[config.mk]
export PLATFORM = sky130hd
export DESIGN_NAME = sync_length_frame_receiver
export DESIGN_NICKNAME = d
export VERILOG_FILES = /design/src/srx_pkg.sv /design/src/sync_length_frame_receiver.sv
export SDC_FILE = /design/constraint.sdc
export NUM_CORES = 1
export LEC_CHECK = 0
export ABC_CLOCK_PERIOD_IN_PS = 5500
export BUFFER_PORTS_ARGS = -buffer_cell sky130_fd_sc_hd__buf_2
export CORE_MARGIN = 5
export CORE_UTILIZATION = 50
export DETAILED_ROUTE_END_ITERATION = 12
export GPL_TIMING_DRIVEN = 0
export MAX_ROUTING_LAYER = met4
export PLACE_DENSITY = 0.66
export SETUP_SLACK_MARGIN = 0.3
export SYNTH_ARGS = -nofsm -noshare
export SYNTH_HDL_FRONTEND = slang
export SYNTH_SLANG_ARGS = --single-unit
[constraint.sdc]
create_clock -name clk -period 5.5 [get_ports clk]
set_clock_uncertainty 0.1 [all_clocks]
set_input_delay 0.275 -clock clk [delete_from_list [all_inputs] [get_ports clk]]
set_output_delay 0.275 -clock clk [all_outputs]
set_load 0.03 [all_outputs]
[src/srx_pkg.sv]
// shared constants and types for the sync length frame receiver
package srx_pkg;

  localparam int MAX_PAYLOAD = 32;
  localparam int STORE_DEPTH = MAX_PAYLOAD + 1;
  localparam int ADDR_W      = $clog2(STORE_DEPTH);
  localparam int IDX_W       = 6;

  localparam logic [7:0] SYNC_BYTE   = 8'hAA;
  localparam logic [7:0] SECOND_BYTE = 8'h00;
  localparam logic [7:0] MAX_LEN     = 8'(MAX_PAYLOAD);

  typedef enum logic [1:0] {
    PH_HUNT = 2'd0,
    PH_WAIT = 2'd1,
    PH_RECV = 2'd2,
    PH_EMIT = 2'd3
  } phase_t;

endpackage

[src/sync_length_frame_receiver.sv]
// top level: sync hunt, length-prefixed frame store and frame emit
// a frame's first result follows its checksum byte through the emit phase, the frame store read and the output register
// throughput: one received byte per cycle while hunting or receiving
// emit: a new store read is issued only when no read is pending and the output register is free
// no input is taken while the stored frame is read out (L+1 reads)
// reset: rst_n synchronous, active low; back to hunting, check disabled, store left as is
module sync_length_frame_receiver (
  input  logic                    clk,
  input  logic                    rst_n,
  input  logic                    cfg_check_enable_we,
  input  logic                    cfg_check_enable,
  input  logic                    in_valid,
  output logic                    in_stall,
  input  logic [7:0]              in_rx_byte,
  output logic                    out_valid,
  input  logic                    out_stall,
  output logic [7:0]              out_frame_byte,
  output logic [srx_pkg::IDX_W-1:0] out_byte_index,
  output logic                    out_checksum_ok,
  output logic                    out_last
);

  localparam int AW = srx_pkg::ADDR_W;
  localparam int IW = srx_pkg::IDX_W;

  srx_pkg::phase_t phase_r, phase_nxt;
  logic [IW-1:0]   widx_r, widx_nxt;
  logic [7:0]      sum_r, sum_nxt;
  logic [IW-1:0]   len_r, len_nxt;
  logic            ok_r, ok_nxt;
  logic            chk_en_r;
  logic [IW-1:0]   em_idx_r, em_idx_nxt;
  logic            rd_pend_r;
  logic [IW-1:0]   rd_idx_r;
  logic [7:0]      rd_data_r;
  logic            out_valid_r, out_valid_nxt;
  logic [7:0]      out_byte_r;
  logic [IW-1:0]   out_idx_r;
  logic            out_ok_r;
  logic            out_last_r;

  logic [7:0]      mem [srx_pkg::STORE_DEPTH];

  logic            in_acc;
  logic            out_free;
  logic            issue;
  logic            wr_en;
  logic [7:0]      cs_expect;
  logic            cs_ok;

  assign in_acc    = in_valid && (phase_r != srx_pkg::PH_EMIT);
  assign out_free  = !out_valid_r || !out_stall;
  assign issue     = (phase_r == srx_pkg::PH_EMIT) && !rd_pend_r && out_free;
  assign cs_expect = 8'd0 - sum_r;
  assign cs_ok     = (cs_expect == in_rx_byte);

  always_comb begin
    phase_nxt  = phase_r;
    widx_nxt   = widx_r;
    sum_nxt    = sum_r;
    len_nxt    = len_r;
    ok_nxt     = ok_r;
    em_idx_nxt = em_idx_r;
    wr_en      = 1'b0;
    unique case (phase_r)
      srx_pkg::PH_HUNT: begin
        if (in_acc && in_rx_byte == srx_pkg::SYNC_BYTE) begin
          phase_nxt = srx_pkg::PH_WAIT;
        end
      end
      srx_pkg::PH_WAIT: begin
        if (in_acc && in_rx_byte == srx_pkg::SECOND_BYTE) begin
          phase_nxt = srx_pkg::PH_RECV;
          widx_nxt  = '0;
          sum_nxt   = '0;
        end
      end
      srx_pkg::PH_RECV: begin
        if (in_acc) begin
          if (widx_r == '0) begin
            if (in_rx_byte > srx_pkg::MAX_LEN) begin
              phase_nxt = srx_pkg::PH_HUNT;
              widx_nxt  = '0;
              sum_nxt   = '0;
            end else begin
              wr_en    = 1'b1;
              len_nxt  = in_rx_byte[IW-1:0];
              sum_nxt  = in_rx_byte;
              widx_nxt = IW'(1);
            end
          end else if (widx_r <= len_r) begin
            wr_en    = 1'b1;
            sum_nxt  = sum_r + in_rx_byte;
            widx_nxt = widx_r + IW'(1);
          end else begin
            // checksum byte
            ok_nxt     = cs_ok;
            widx_nxt   = '0;
            sum_nxt    = '0;
            em_idx_nxt = '0;
            if (chk_en_r && !cs_ok) begin
              phase_nxt = srx_pkg::PH_HUNT;
            end else begin
              phase_nxt = srx_pkg::PH_EMIT;
            end
          end
        end
      end
      srx_pkg::PH_EMIT: begin
        if (issue) begin
          em_idx_nxt = em_idx_r + IW'(1);
          if (em_idx_r == len_r) begin
            phase_nxt = srx_pkg::PH_HUNT;
          end
        end
      end
      default: begin
        phase_nxt = srx_pkg::PH_HUNT;
      end
    endcase
  end

  always_comb begin
    out_valid_nxt = out_valid_r;
    if (rd_pend_r) begin
      out_valid_nxt = 1'b1;
    end else if (out_valid_r && !out_stall) begin
      out_valid_nxt = 1'b0;
    end
  end

  always_ff @(posedge clk) begin
    if (!rst_n) begin
      phase_r     <= srx_pkg::PH_HUNT;
      widx_r      <= '0;
      sum_r       <= '0;
      chk_en_r    <= 1'b0;
      em_idx_r    <= '0;
      rd_pend_r   <= 1'b0;
      out_valid_r <= 1'b0;
    end else begin
      phase_r     <= phase_nxt;
      widx_r      <= widx_nxt;
      sum_r       <= sum_nxt;
      em_idx_r    <= em_idx_nxt;
      rd_pend_r   <= issue;
      out_valid_r <= out_valid_nxt;
      if (cfg_check_enable_we) begin
        chk_en_r <= cfg_check_enable;
      end
    end
  end

  always_ff @(posedge clk) begin
    len_r <= len_nxt;
    ok_r  <= ok_nxt;
    if (issue) begin
      rd_idx_r <= em_idx_r;
    end
    if (rd_pend_r) begin
      out_byte_r <= rd_data_r;
      out_idx_r  <= rd_idx_r;
      out_ok_r   <= ok_r;
      out_last_r <= (rd_idx_r == len_r);
    end
  end

  // frame store
  always_ff @(posedge clk) begin
    if (wr_en) begin
      mem[widx_r[AW-1:0]] <= in_rx_byte;
    end
    rd_data_r <= mem[em_idx_r[AW-1:0]];
  end

  assign in_stall        = (phase_r == srx_pkg::PH_EMIT);
  assign out_valid       = out_valid_r;
  assign out_frame_byte  = out_byte_r;
  assign out_byte_index  = out_idx_r;
  assign out_checksum_ok = out_ok_r;
  assign out_last        = out_last_r;

endmodule

---- After elaboration in Yosys (flattened, before gate mapping) ----
Memory sizes are Yosys's and may differ from the RTL's. A register that Yosys moved wholly into a read port is not among the register bits.
Index checks and enable logic that the tools add are counted.
storage, ports and cells
  memories kept ........................... 1
  register bits ........................... 54
  word-level logic and storage cells ...... 100
  output and inout bits ................... 18
  bits in writable memories ............... 264
  input port bits ......................... 14
cells by class
  muxes and demuxes ....................... 36
  reduce and logical (&&, ||, !) cells .... 23
  bitwise operators ....................... 3
  order comparisons ....................... 2
  $add $sub $neg .......................... 4
  equal/unequal tests ..................... 17
memories
  name  depth  width  rd ports  clocked after memory_dff  wr ports  RTL line                          text
  mem   33     8      1         1                         1         sync_length_frame_receiver.sv:42  logic [7:0] mem [srx_pkg::STORE_DEPTH];
operators with widths
  operator                                                       count
  2-to-1 mux 6 bit                                               8
  2-to-1 mux 8 bit                                               5
  case mux 6 bit (2 select lines)                                2
  2-to-1 mux 2 bit                                               9
  case mux 8 bit (2 select lines)                                1
  adder 6 x 1 -> 6 bit, second input constant                    2
  equality test 6 bit                                            2
  inequality test 2 bit, second input constant                   6
  2-to-1 mux 1 bit                                               10
  adder 8 bit                                                    1
  equality test 8 bit                                            1
  equality test 8 bit, second input constant                     1
  greater-than comparator 8 x 6 -> 1 bit, second input constant  1
  zero test 8 bit                                                1
  case mux 2 bit (4 select lines)                                1
  AND reduction 4 bit                                            2
  subtractor 1 x 8 -> 8 bit, first input constant                1
  logical AND 1 bit                                              7
  AND reduction 7 bit                                            1
  <= comparator 6 bit                                            1
  zero test 6 bit                                                1
  inequality test 3 bit, second input constant                   2
  nonzero test 2 bit                                             3
  AND reduction 5 bit                                            1
  other kinds (8)                                                15

---- Depth between registers and ports, before layout ----
Gate-level depths: netlist (run 1).
  depth after elaboration ................. 9
  gate-level depth with buffers ........... 9

---- Worst setup path after synthesis (run 1) ----
Ideal clock, no wire load.
  path kind ............................... flip-flop to flip-flop
  start point ............................. register len_r[5]
  end point ............................... memory mem[31][0] (enable)
  path slack .............................. 2.725 ns
  arrival ................................. 2.305 ns
  setup time .............................. 0.370 ns
  required time ........................... 5.030 ns
  buffers on the path ..................... 1
  stages on the path, launching flop included .. 10
  cells stage by stage .................... edfxtp_1 -> inv_1 -> ha_1 -> and4_1 -> o21ai_1 -> a32oi_1 -> o21bai_1 -> or3b_1 -> buf_2 -> nor2_1
on the way
  longest elaborated chain between the ends .. 7
RTL lines
  element                                 RTL line                           text
  from (decl)                             sync_length_frame_receiver.sv:29   logic [IW-1:0] len_r, len_nxt;
  from (signal assigned)                  sync_length_frame_receiver.sv:155  len_r <= len_nxt;
  <= comparator 6 bit                     sync_length_frame_receiver.sv:91   end else if (widx_r <= len_r) begin
  2-to-1 mux 1 bit                        sync_length_frame_receiver.sv:91
  2-to-1 mux 1 bit                        sync_length_frame_receiver.sv:80   if (widx_r == '0) begin
  2-to-1 mux 1 bit                        sync_length_frame_receiver.sv:79   if (in_acc) begin
  2-to-1 mux 1 bit                        sync_length_frame_receiver.sv:65   unique case (phase_r)
  2-to-1 mux 1 bit                        sync_length_frame_receiver.sv:170  if (wr_en) begin
  2-to-1 mux 1 bit (not written as such)  sync_length_frame_receiver.sv:171  mem[widx_r[AW-1:0]] <= in_rx_byte;
  to (decl)                               sync_length_frame_receiver.sv:42
No other way between the ends.

---- Worst setup path after layout (run 1) ----
  start point ............................. register len_r[5]
  end point ............................... memory mem[30][2] (enable)
The elaborated chain is that of the path after synthesis.

==> results of run 1 <==
[placed cells by master, fill, tap and decap left out, drive strengths merged, types with 5 or more instances in the layout]
master  synthesis  layout
nand4           5       5
a21oi          13      13
xnor2          20      20
or3             9       9
clkinv          0      15
dfxtp          33      33
nand3          15      15
nor2           57      57
o21ai          18      18
buf            15      46
xor2           11      11
inv            16      17
clkbuf         13      54
and2            6       6
mux2i          11      11
mux4           80      80
edfxtp        293     293
a21boi          5       5
a22oi           7       7
nor3            9       9
nand2          26      26
ha             17      17
[state kept, by name, summed over array words and instances (netlist names), 8 cells and up]
name / cells
mem: 264
out_frame_byte: 8
rd_data_r: 8
sum_r: 8
[routing by layer]
layer	up-vias	routed length, µm	GRT usage
met2	211	14230	0.3226
met1	3552	11540	0.2514
met3	49	1362	0.03231
met5	-	0	-
met4	0	586	0.04855
li1	3040	-	-
[worst min-delay path, stage by stage]
cell and delay, ns:
buf_2 0.13, nand3_1 0.12, or4_1 0.12, a31oi_1 0.06
[stage by stage]
step           cell area, µm²  hold slack [ns]
3_5_place_dp            13860           0.2887
2_1_floorplan           13280           0.2739
6_report                15000           0.1628
3_3_place_gp            13860           0.2928
4_1_cts                 15000           0.1378
5_1_grt                 15000           0.1786
[path summary, 6_finish.rpt]
kind / startpoint / end / slack (ns) / cells after the start
max: len_r[5]$_DFFE_PP_ / mem[30][2]$_DFFE_PP_ / 2.02 / 9
max reg2reg: len_r[5]$_DFFE_PP_ / mem[30][2]$_DFFE_PP_ / 2.02 / 9
min: in_valid / sum_r[7]$_SDFFE_PN0P_ / 0.16 / 4
min reg2reg: rd_data_r[6]$_DFF_P_ / out_frame_byte[6]$_DFFE_PP_ / 0.30 / 0
[final cells by class]
class,count,area share
inverter,16,0.004003
sequential,326,0.6305
timing repair buffer,35,0.01301
tap,335,0.02794
clock inverter,20,0.01293
multi-input combinational,354,0.2404
clock buffer,41,0.06055
buffer,28,0.01067
[cell families after synthesis]
logic type | count (synthesis) | synth area share
fa+ha+maj | 18 | 0.01752
buf+inv | 44 | 0.01658
compound gates | 62 | 0.02939
mux | 92 | 0.1462
flops | 326 | 0.7122
simple gates | 151 | 0.05766
xor+xnor | 31 | 0.02044
[power groups by stage]
| stage | clock [mW] | combinational, mW | sequential, mW |
|---|---|---|---|
| floorplan | 0 | 0.0175 | 2.75 |
| global placement | 0 | 0.0615 | 2.75 |
| detailed placement | 0 | 0.0663 | 2.75 |
| CTS | 2.31 | 0.0689 | 2.69 |
| global route | 2.43 | 0.0742 | 2.69 |
| finish | 2.27 | 0.0672 | 2.69 |
==> impl_metrics.env, run 1 <==
export IMPL_status="finished, final reports clean"
export IMPL_place_inst=1090
export IMPL_crit_buf_inv=2
export IMPL_regArea_um2=9459
export IMPL_syn_area_per_cell_um2=18.34
export IMPL_layout_min_cycle_time_ns=3.480
export IMPL_required_ns=5.53
export IMPL_start_util=0.5082
export IMPL_p_comb_frac=0.013
export IMPL_hold_class="input port to flip-flop"
export IMPL_drt_iter0_markers=551
export IMPL_rsz0062_at_grt="false"
export IMPL_final_hold_violation_count=0
export IMPL_synth_top_cell_area_share=0.6625
export IMPL_multi_input_comb_area_um2=3607
export IMPL_h_tree_depth=2
export IMPL_yosys_area_top_type="edfxtp_1"
export IMPL_grt_pass1_vias=7221
export IMPL_yosysUniqueCellTypes=60
export IMPL_drc=0
export IMPL_gp_congestion=0.8177
export IMPL_slowest_delay_ns=0.67
export IMPL_core_um2=26130
export IMPL_crit_slowest_cell="nor2_1"
export IMPL_io_pin_count=32
export IMPL_worstPathArrival_ns=3.51
export IMPL_vias_per_cell=5.932
export IMPL_crit_path_end_kind="flip-flop"
export IMPL_power_internal_mw=4.071
export IMPL_drive_above_1_share=0.2122
export IMPL_crit_type="flip-flop to flip-flop"
export IMPL_clock_path_buffers=3
export IMPL_path_delay_family="simple AND/OR/NAND/NOR gates"
export IMPL_path_cells="inv_1 > ha_1 > and4_1 > o21ai_1 > a32oi_1 > o21bai_1 > or3b_1 > buf_2 > nor2_1"
export IMPL_synth_most_common_cell="edfxtp_1"
export IMPL_post_cts_setup_buffer_count=0
export IMPL_dp_slack_ns=1.688
export IMPL_fp_dieW_um=173.0
export IMPL_yosysWarnings=0
export IMPL_netlist_instances=724
export IMPL_layout_nets=827
export IMPL_utilization=0.5741
export IMPL_path_max_fanout=8
export IMPL_cts_sinks=326
export IMPL_vdd_drop_max_mv=0.1714
export IMPL_routed_wl_mm=27.72
export IMPL_dr_pass1_iters=5
export IMPL_netlist_area_um2=13280
export IMPL_start_kind="flip-flop"
export IMPL_wire_per_inst_um=24.00
export IMPL_fin_ws_ns=2.020
export IMPL_dp_hpwl_mm=18.50
export IMPL_cts_tree="done"
export IMPL_cts_hold_repair_buffers=4
export IMPL_grt_overflow_total=0
export IMPL_power_total_mw=5.029
export IMPL_power_switching_uw=957.8
export IMPL_fin_setup_tns_ns=0
export IMPL_fillerInstances=1964
export IMPL_synth_edf_count=293
export IMPL_grt_max_degree=41
export IMPL_root_buffer="clkbuf_16"
export IMPL_portBuffers=31
export IMPL_die_y_um=173.0
export IMPL_post_cts_resized=0
export IMPL_final_instance_count_excl_fill=1155
export IMPL_fmax_mhz=287.3
export IMPL_slew_viol_final=0
export IMPL_clk_pin_slew_ns=0.06
export IMPL_grt_pass1_wl_mm=43.37
export IMPL_async_reset_ff_frac=0
export IMPL_row_count=59
export IMPL_antenna_diode_count=0
export IMPL_synth_area_leaders="edfxtp_1 66%, mux4_2 13%, dfxtp_1 5.0%, ha_1 1.6%, nor2_1 1.6%"
export IMPL_finalCritPeriodShare=0.6328
export IMPL_vias=6852
export IMPL_p_leak_nw=4.720
export IMPL_area_growth_pct=12.96
export IMPL_slew_limit_headroom=0.3999
export IMPL_pwr_share_seq=0.536
export IMPL_synth_nets=756
export IMPL_p_per_area_nw_per_um2=335.2
export IMPL_ys_top_cells_by_count="293 x edfxtp_1, 75 x mux4_2, 56 x nor2_1, 33 x dfxtp_1, 25 x nand2_1"
export IMPL_drv_cap=0
export IMPL_ys_flop_type="edfxtp_1"
export IMPL_die_area_um2=29920
export IMPL_grt_use_total=0.1933
export IMPL_clkPwrFrac=0.451
export IMPL_yosys_register_bits=326
export IMPL_setup_viol=0
export IMPL_ant_nets=0
export IMPL_tightest_slew_ns=0.8968
export IMPL_sw_frac_of_total=0.1905
export IMPL_numCtsBuffers=34
export IMPL_clk_latency_ns=0.51
export IMPL_antenna_found_initial=0
export IMPL_synth_seq_area_share=0.7122
Note: power is estimated with default switching activity, not from simulation.
==> inputs of run 2 (changes only) <==
--- a/config.mk
+++ b/config.mk
@@ -5,14 +5,14 @@
 export SDC_FILE = /design/constraint.sdc
 export NUM_CORES = 1
 export LEC_CHECK = 0
-export ABC_CLOCK_PERIOD_IN_PS = 5500
+export ABC_CLOCK_PERIOD_IN_PS = 2900
 export BUFFER_PORTS_ARGS = -buffer_cell sky130_fd_sc_hd__buf_2
 export CORE_MARGIN = 5
 export CORE_UTILIZATION = 50
 export DETAILED_ROUTE_END_ITERATION = 12
 export GPL_TIMING_DRIVEN = 0
 export MAX_ROUTING_LAYER = met4
-export PLACE_DENSITY = 0.66
+export PLACE_DENSITY = 0.69
 export SETUP_SLACK_MARGIN = 0.3
 export SYNTH_ARGS = -nofsm -noshare
 export SYNTH_HDL_FRONTEND = slang
==> constraint.sdc (replaced) <==
create_clock -name clk -period 2.9 [get_ports clk]
set_clock_uncertainty 0.1 [all_clocks]
set_input_delay 0.145 -clock clk [delete_from_list [all_inputs] [get_ports clk]]
set_output_delay 0.145 -clock clk [all_outputs]
set_load 0.03 [all_outputs]
==> run 2 against run 1 <==
  * Worst hold slack lost 0.13 ns
  * Power grew 85%
  * Sequential power increased by 90%
  * Clock power grew 79%
  * Final area rose by 4.8%
  * Non-clock buffer count rose by 30
  * Maximum frequency is 33% higher
  * Critical path depth increased by 1
  * Via count increased by 3.3%
  * Clock-buffer cell count up 1
  * Die area is the same
  * Critical endpoint is now mem[30][3]$_DFFE_PP_
  * Largest power group unchanged
==> impl_metrics.env, run 2 (synthesized netlist as in run 1, its figures left out) <==
export IMPL_crit_buf_inv=3
export IMPL_cts_sinks=326
export IMPL_clock_path_buffers=3
export IMPL_p_per_area_nw_per_um2=592.2
export IMPL_p_comb_frac=0.014
export IMPL_placed_area_um2=13880
export IMPL_start_util=0.5082
export IMPL_dp_hpwl_mm=18.34
export IMPL_ant_nets=0
export IMPL_drv_cap=0
export IMPL_grt_pass1_wl_mm=43.47
export IMPL_slew_viol_final=0
export IMPL_grt_use_total=0.1945
export IMPL_slew_limit_headroom=0.4310
export IMPL_drt_iter0_markers=669
export IMPL_grt_overflow_total=0
export IMPL_numCtsBuffers=31
export IMPL_cts_tree="done"
export IMPL_path_cells="inv_2 > ha_4 > and4_1 > o21ai_1 > a32oi_2 > o21bai_2 > or3b_4 > buf_12 > nor2_4 > buf_12"
export IMPL_finalCritPeriodShare=0.9046
export IMPL_grt_max_degree=41
export IMPL_clk_latency_ns=0.56
export IMPL_crit_slowest_cell="edfxtp_1"
export IMPL_place_inst=1090
export IMPL_power_internal_mw=7.478
export IMPL_rsz0062_at_grt="true"
export IMPL_setup_viol=0
export IMPL_final_hold_violation_count=0
export IMPL_fin_ws_ns=0.2768
export IMPL_antenna_found_initial=0
export IMPL_p_leak_nw=4.935
export IMPL_hold_class="input port to flip-flop"
export IMPL_root_buffer="clkbuf_16"
export IMPL_layout_nets=854
export IMPL_status="finished, final reports clean"
export IMPL_final_common_cell="edfxtp_1"
export IMPL_fin_setup_tns_ns=0
export IMPL_crit_path_end_kind="flip-flop"
export IMPL_path_common_cell="buf_12"
export IMPL_utilization=0.6017
export IMPL_fp_dieW_um=173.0
export IMPL_area_growth_pct=18.39
export IMPL_die_y_um=173.0
export IMPL_core_um2=26130
export IMPL_hold_ws_ns=0.03144
export IMPL_slowest_delay_ns=0.43
export IMPL_power_switching_mw=1.834
export IMPL_vias=7075
export IMPL_drive_above_1_share=0.3160
export IMPL_vias_per_cell=5.996
export IMPL_pwr_share_seq=0.548
export IMPL_row_count=59
export IMPL_antenna_diode_count=0
export IMPL_largest_register_ffs=264
export IMPL_clkPwrFrac=0.438
export IMPL_path_max_fanout=8
export IMPL_required_ns=3.08
export IMPL_portBuffers=31
export IMPL_tightest_slew_ns=0.8535
export IMPL_final_instance_count_excl_fill=1180
export IMPL_start_kind="flip-flop"
export IMPL_fmax_mhz=381.2
export IMPL_die_area_um2=29920
export IMPL_wire_per_inst_um=24.40
export IMPL_layout_min_cycle_time_ns=2.623
export IMPL_io_pin_count=32
export IMPL_dr_pass1_iters=5
export IMPL_path_delay_family="simple AND/OR/NAND/NOR gates"
export IMPL_sw_frac_of_total=0.1969
export IMPL_power_total_mw=9.312
export IMPL_crit_type="flip-flop to flip-flop"
export IMPL_h_tree_depth=1
export IMPL_worstPathArrival_ns=2.80
export IMPL_final_cell_mix="293 x edfxtp_1, 77 x mux4_2, 36 x buf_2, 35 x clkbuf_16, 31 x nor2_4"
export IMPL_clk_pin_slew_ns=0.07
export IMPL_dp_slack_ns=-0.6521
export IMPL_design_area_um2=15720
export IMPL_gp_congestion=0.8834
export IMPL_routed_wl_mm=28.79
export IMPL_drc=0
export IMPL_vdd_drop_max_mv=0.5138
export IMPL_grt_pass1_vias=7204
==> run 2: cell types whose count changed in the layout (fill, tap and decap cells not counted), sizes merged <==
cell,delta
buf,+30
bufinv,-3
clkbuf,+1
clkinv,-8
inv,+5
==> run 2: path summary, 6_finish.rpt <==
check	from	endpoint	slack, ns	depth (start not counted)
worst max-delay path	len_r[2]$_DFFE_PP_	mem[30][3]$_DFFE_PP_	0.28	10
worst min-delay path	in_valid	sum_r[7]$_SDFFE_PN0P_	0.03	4
worst max register to register	len_r[2]$_DFFE_PP_	mem[30][3]$_DFFE_PP_	0.28	10
worst min register to register	rd_data_r[7]$_DFF_P_	out_frame_byte[7]$_DFFE_PP_	0.31	0
==> run 2: power by group through the flow <==
stage                     logic (mW)  registers [mW]  clock network, mW
final                          0.130            5.11               4.07
after global routing           0.142            5.10               4.34
after CTS                      0.130            5.11               4.13
after detailed placement       0.125            5.21                  0
after global placement         0.114            5.21                  0
after floorplan               0.0332            5.21                  0
==> run 2: cell type report <==
cell class	count	area (µm²)
fillers	1856	10410
flip-flops and latches	326	9468
multi-input cells	354	3920
clock buffers	42	922.1
repair buffers	65	594.3
well taps	335	419.2
plain buffers	28	210.2
clock inverters	14	130.1
inverters	16	60.06
==> run 2: what timing repair did <==
action,CTS,global route
setup buffers,26,4
setup endpoints to repair,276,271
hold buffers,4,0
hold endpoints to repair,13,0
pin swaps,15,18
resized for setup,81,25
==> run 2: metal layers <==
| metal | vias up | GRT usage | routed length, µm |
|---|---|---|---|
| met2 | 275 | 0.3158 | 14420 |
| met4 | 0 | 0.04523 | 588 |
| met3 | 46 | 0.03362 | 1921 |
| met5 | - | - | 0 |
| li1 | 3092 | - | - |
| met1 | 3662 | 0.2618 | 11860 |
==> run 2: worst register-to-register path, delay by kind of cell (launching register included) <==
kind / cells / cell delay, ns
simple gates: 3 / 0.74
compound gates: 3 / 0.45
flops: 1 / 0.43
buf+inv: 3 / 0.42
fa+ha+maj: 1 / 0.19
==> inputs of run 3 (changes only) <==
--- a/config.mk
+++ b/config.mk
@@ -12,7 +12,7 @@
 export DETAILED_ROUTE_END_ITERATION = 12
 export GPL_TIMING_DRIVEN = 0
 export MAX_ROUTING_LAYER = met4
-export PLACE_DENSITY = 0.69
+export PLACE_DENSITY = 0.72
 export SETUP_SLACK_MARGIN = 0.3
 export SYNTH_ARGS = -nofsm -noshare
 export SYNTH_HDL_FRONTEND = slang
==> run 3 against run 2 <==
  * Largest power group unchanged
  * Critical path type unchanged
  * Worst hold slack better by 0.047 ns
  * Global-route usage up 0.49 points
  * Combinational power about the same
  * Clock-buffer cell count down 8
  * Maximum frequency down 1.8%
  * Critical path depth unchanged
  * Sequential share of layout area down 0.56 points
  * Utilization up 0.57 points
  * Final cell count up 0.76%
==> impl_metrics.env, run 3 (synthesized netlist as in run 1, its figures left out) <==
export IMPL_setup_viol=0
export IMPL_placed_area_um2=13880
export IMPL_grt_overflow_total=0
export IMPL_grt_pass1_wl_mm=44.95
export IMPL_vias_per_cell=6.064
export IMPL_required_ns=3.09
export IMPL_multi_input_comb_area_um2=3943
export IMPL_clock_path_buffers=3
export IMPL_fmax_mhz=374.3
export IMPL_io_pin_count=32
export IMPL_crit_type="flip-flop to flip-flop"
export IMPL_rr_startpoint="len_r[4]$_DFFE_PP_"
export IMPL_area_growth_pct=19.50
export IMPL_design_area_um2=15870
export IMPL_p_per_area_nw_per_um2=588.0
export IMPL_fillerInstances=1820
export IMPL_drv_cap=0
export IMPL_tightest_slew_ns=0.8512
export IMPL_fp_dieW_um=173.0
export IMPL_worstPathArrival_ns=2.86
export IMPL_root_buffer="clkbuf_16"
export IMPL_die_y_um=173.0
export IMPL_grtUsageMet3=0.02795
export IMPL_slew_viol_final=0
export IMPL_rsz0062_at_grt="true"
export IMPL_routed_wl_mm=29.38
export IMPL_start_kind="flip-flop"
export IMPL_h_tree_depth=1
export IMPL_wire_per_inst_um=24.71
export IMPL_antenna_found_initial=0
export IMPL_finalCritPeriodShare=0.9212
export IMPL_row_count=59
export IMPL_path_max_fanout=8
export IMPL_layout_min_cycle_time_ns=2.672
export IMPL_start_util=0.5082
export IMPL_antenna_diode_count=0
export IMPL_gp_congestion=0.8802
export IMPL_met1_usage=0.2729
export IMPL_drt_iter0_markers=793
export IMPL_layout_nets=862
export IMPL_vias=7210
export IMPL_cts_sinks=326
export IMPL_grt_pass1_vias=7272
export IMPL_crit_path_end_kind="flip-flop"
export IMPL_final_common_cell="edfxtp_1"
export IMPL_final_cell_mix="293 x edfxtp_1, 78 x mux4_2, 34 x buf_2, 32 x nor2_4, 32 x clkbuf_16"
export IMPL_grt_use_total=0.1993
export IMPL_drive_above_1_share=0.3314
export IMPL_regArea_um2=9468
export IMPL_core_um2=26130
export IMPL_final_hold_violation_count=0
export IMPL_hold_class="input port to flip-flop"
export IMPL_hold_start="in_rx_byte[7]"
export IMPL_grtUsageMet2=0.3249
export IMPL_largest_register_ffs=264
export IMPL_vdd_drop_max_mv=0.4946
export IMPL_slew_limit_headroom=0.4326
export IMPL_drc=0
export IMPL_clk_latency_ns=0.57
export IMPL_worstSetupStartpoint="len_r[4]$_DFFE_PP_"
export IMPL_status="finished, final reports clean"
export IMPL_p_leak_nw=5.007
export IMPL_grt_busiest_layer="met2"
export IMPL_portBuffers=31
export IMPL_cts_tree="done"
export IMPL_dr_pass1_iters=5
export IMPL_numCtsBuffers=31
export IMPL_clk_pin_slew_ns=0.06
export IMPL_grt_max_degree=41
export IMPL_dp_hpwl_mm=18.31
export IMPL_hold_ws_ns=0.07800
export IMPL_ant_nets=0
export IMPL_die_area_um2=29920
==> run 3: cell types whose count changed in the layout (fill, tap and decap cells not counted), moves of 3 or more <==
cell	delta
buf_4	+3
buf_12	+4
clkbuf_16	-3
inv_6	+3
clkbuf_1	-4
==> run 3: critical path, stage by stage, from the launching register on <==
cell,delay [ns]
edfxtp_1,0.42
inv_2,0.09
ha_4,0.20
and4_4,0.20
o21ai_2,0.07
a32oi_2,0.15
o21bai_2,0.27
or3b_4,0.43
buf_12,0.16
nor2_4,0.15
buf_12,0.14
==> run 3: final timing paths <==
check / to / slack [ns] / depth (start not counted)
min: mem[29][7]$_DFFE_PP_ / 0.08 / 1
min reg2reg: out_frame_byte[5]$_DFFE_PP_ / 0.30 / 0
max reg2reg: mem[25][3]$_DFFE_PP_ / 0.23 / 10
max: mem[25][3]$_DFFE_PP_ / 0.23 / 10
==> run 3: layout make-up <==
cell class / instances / share of cell area
flip-flops and latches: 326 / 0.5965
multi-input cells: 354 / 0.2484
clock buffers: 34 / 0.05156
repair buffers: 73 / 0.04509
well taps: 335 / 0.02641
clock inverters: 23 / 0.01474
plain buffers: 28 / 0.01348
inverters: 16 / 0.003784
==> run 3: through the flow <==
| stage | TNS, ns | worst slack (ns) | power [mW] | std cells | util |
|---|---|---|---|---|---|
| detailed placement | -134.64 | -0.6300 | 5.332 | 1090 | 0.5312 |
| CTS | 0 | 0.3038 | 9.386 | 1180 | 0.5987 |
| global route | 0 | 0.1490 | 9.625 | 1189 | 0.6073 |
| finish | 0 | 0.2284 | 9.333 | 1189 | 0.6073 |
| global placement | -101.81 | -0.4633 | 5.320 | 1090 | 0.5312 |
| floorplan | 0 | 0.2463 | 5.241 | 724 | - |
==> run 3: power by group <==
part	switching, mW	leakage (nW)	internal [mW]	total [mW]
clock	1.76	0.525	2.34	4.10
sequential	0.000690	2.88	5.11	5.11
combinational	0.103	1.61	0.0287	0.132
==> run 3: what timing repair did <==
item / CTS / global route
gates cloned: 0 / 0
buffers inserted: 28 / 9
gates resized for setup: 83 / 31
pin swaps: 21 / 14
hold buffers: 5 / 0
endpoints found under the setup margin: 276 / 276
hold endpoints to repair: 13 / 0
==> run 3: per-layer routing <==
layer  wire, µm  up-vias
met5          0        -
li1           -     3128
met3       2093       41
met4        530        0
met1      12040     3722
met2      14720      319
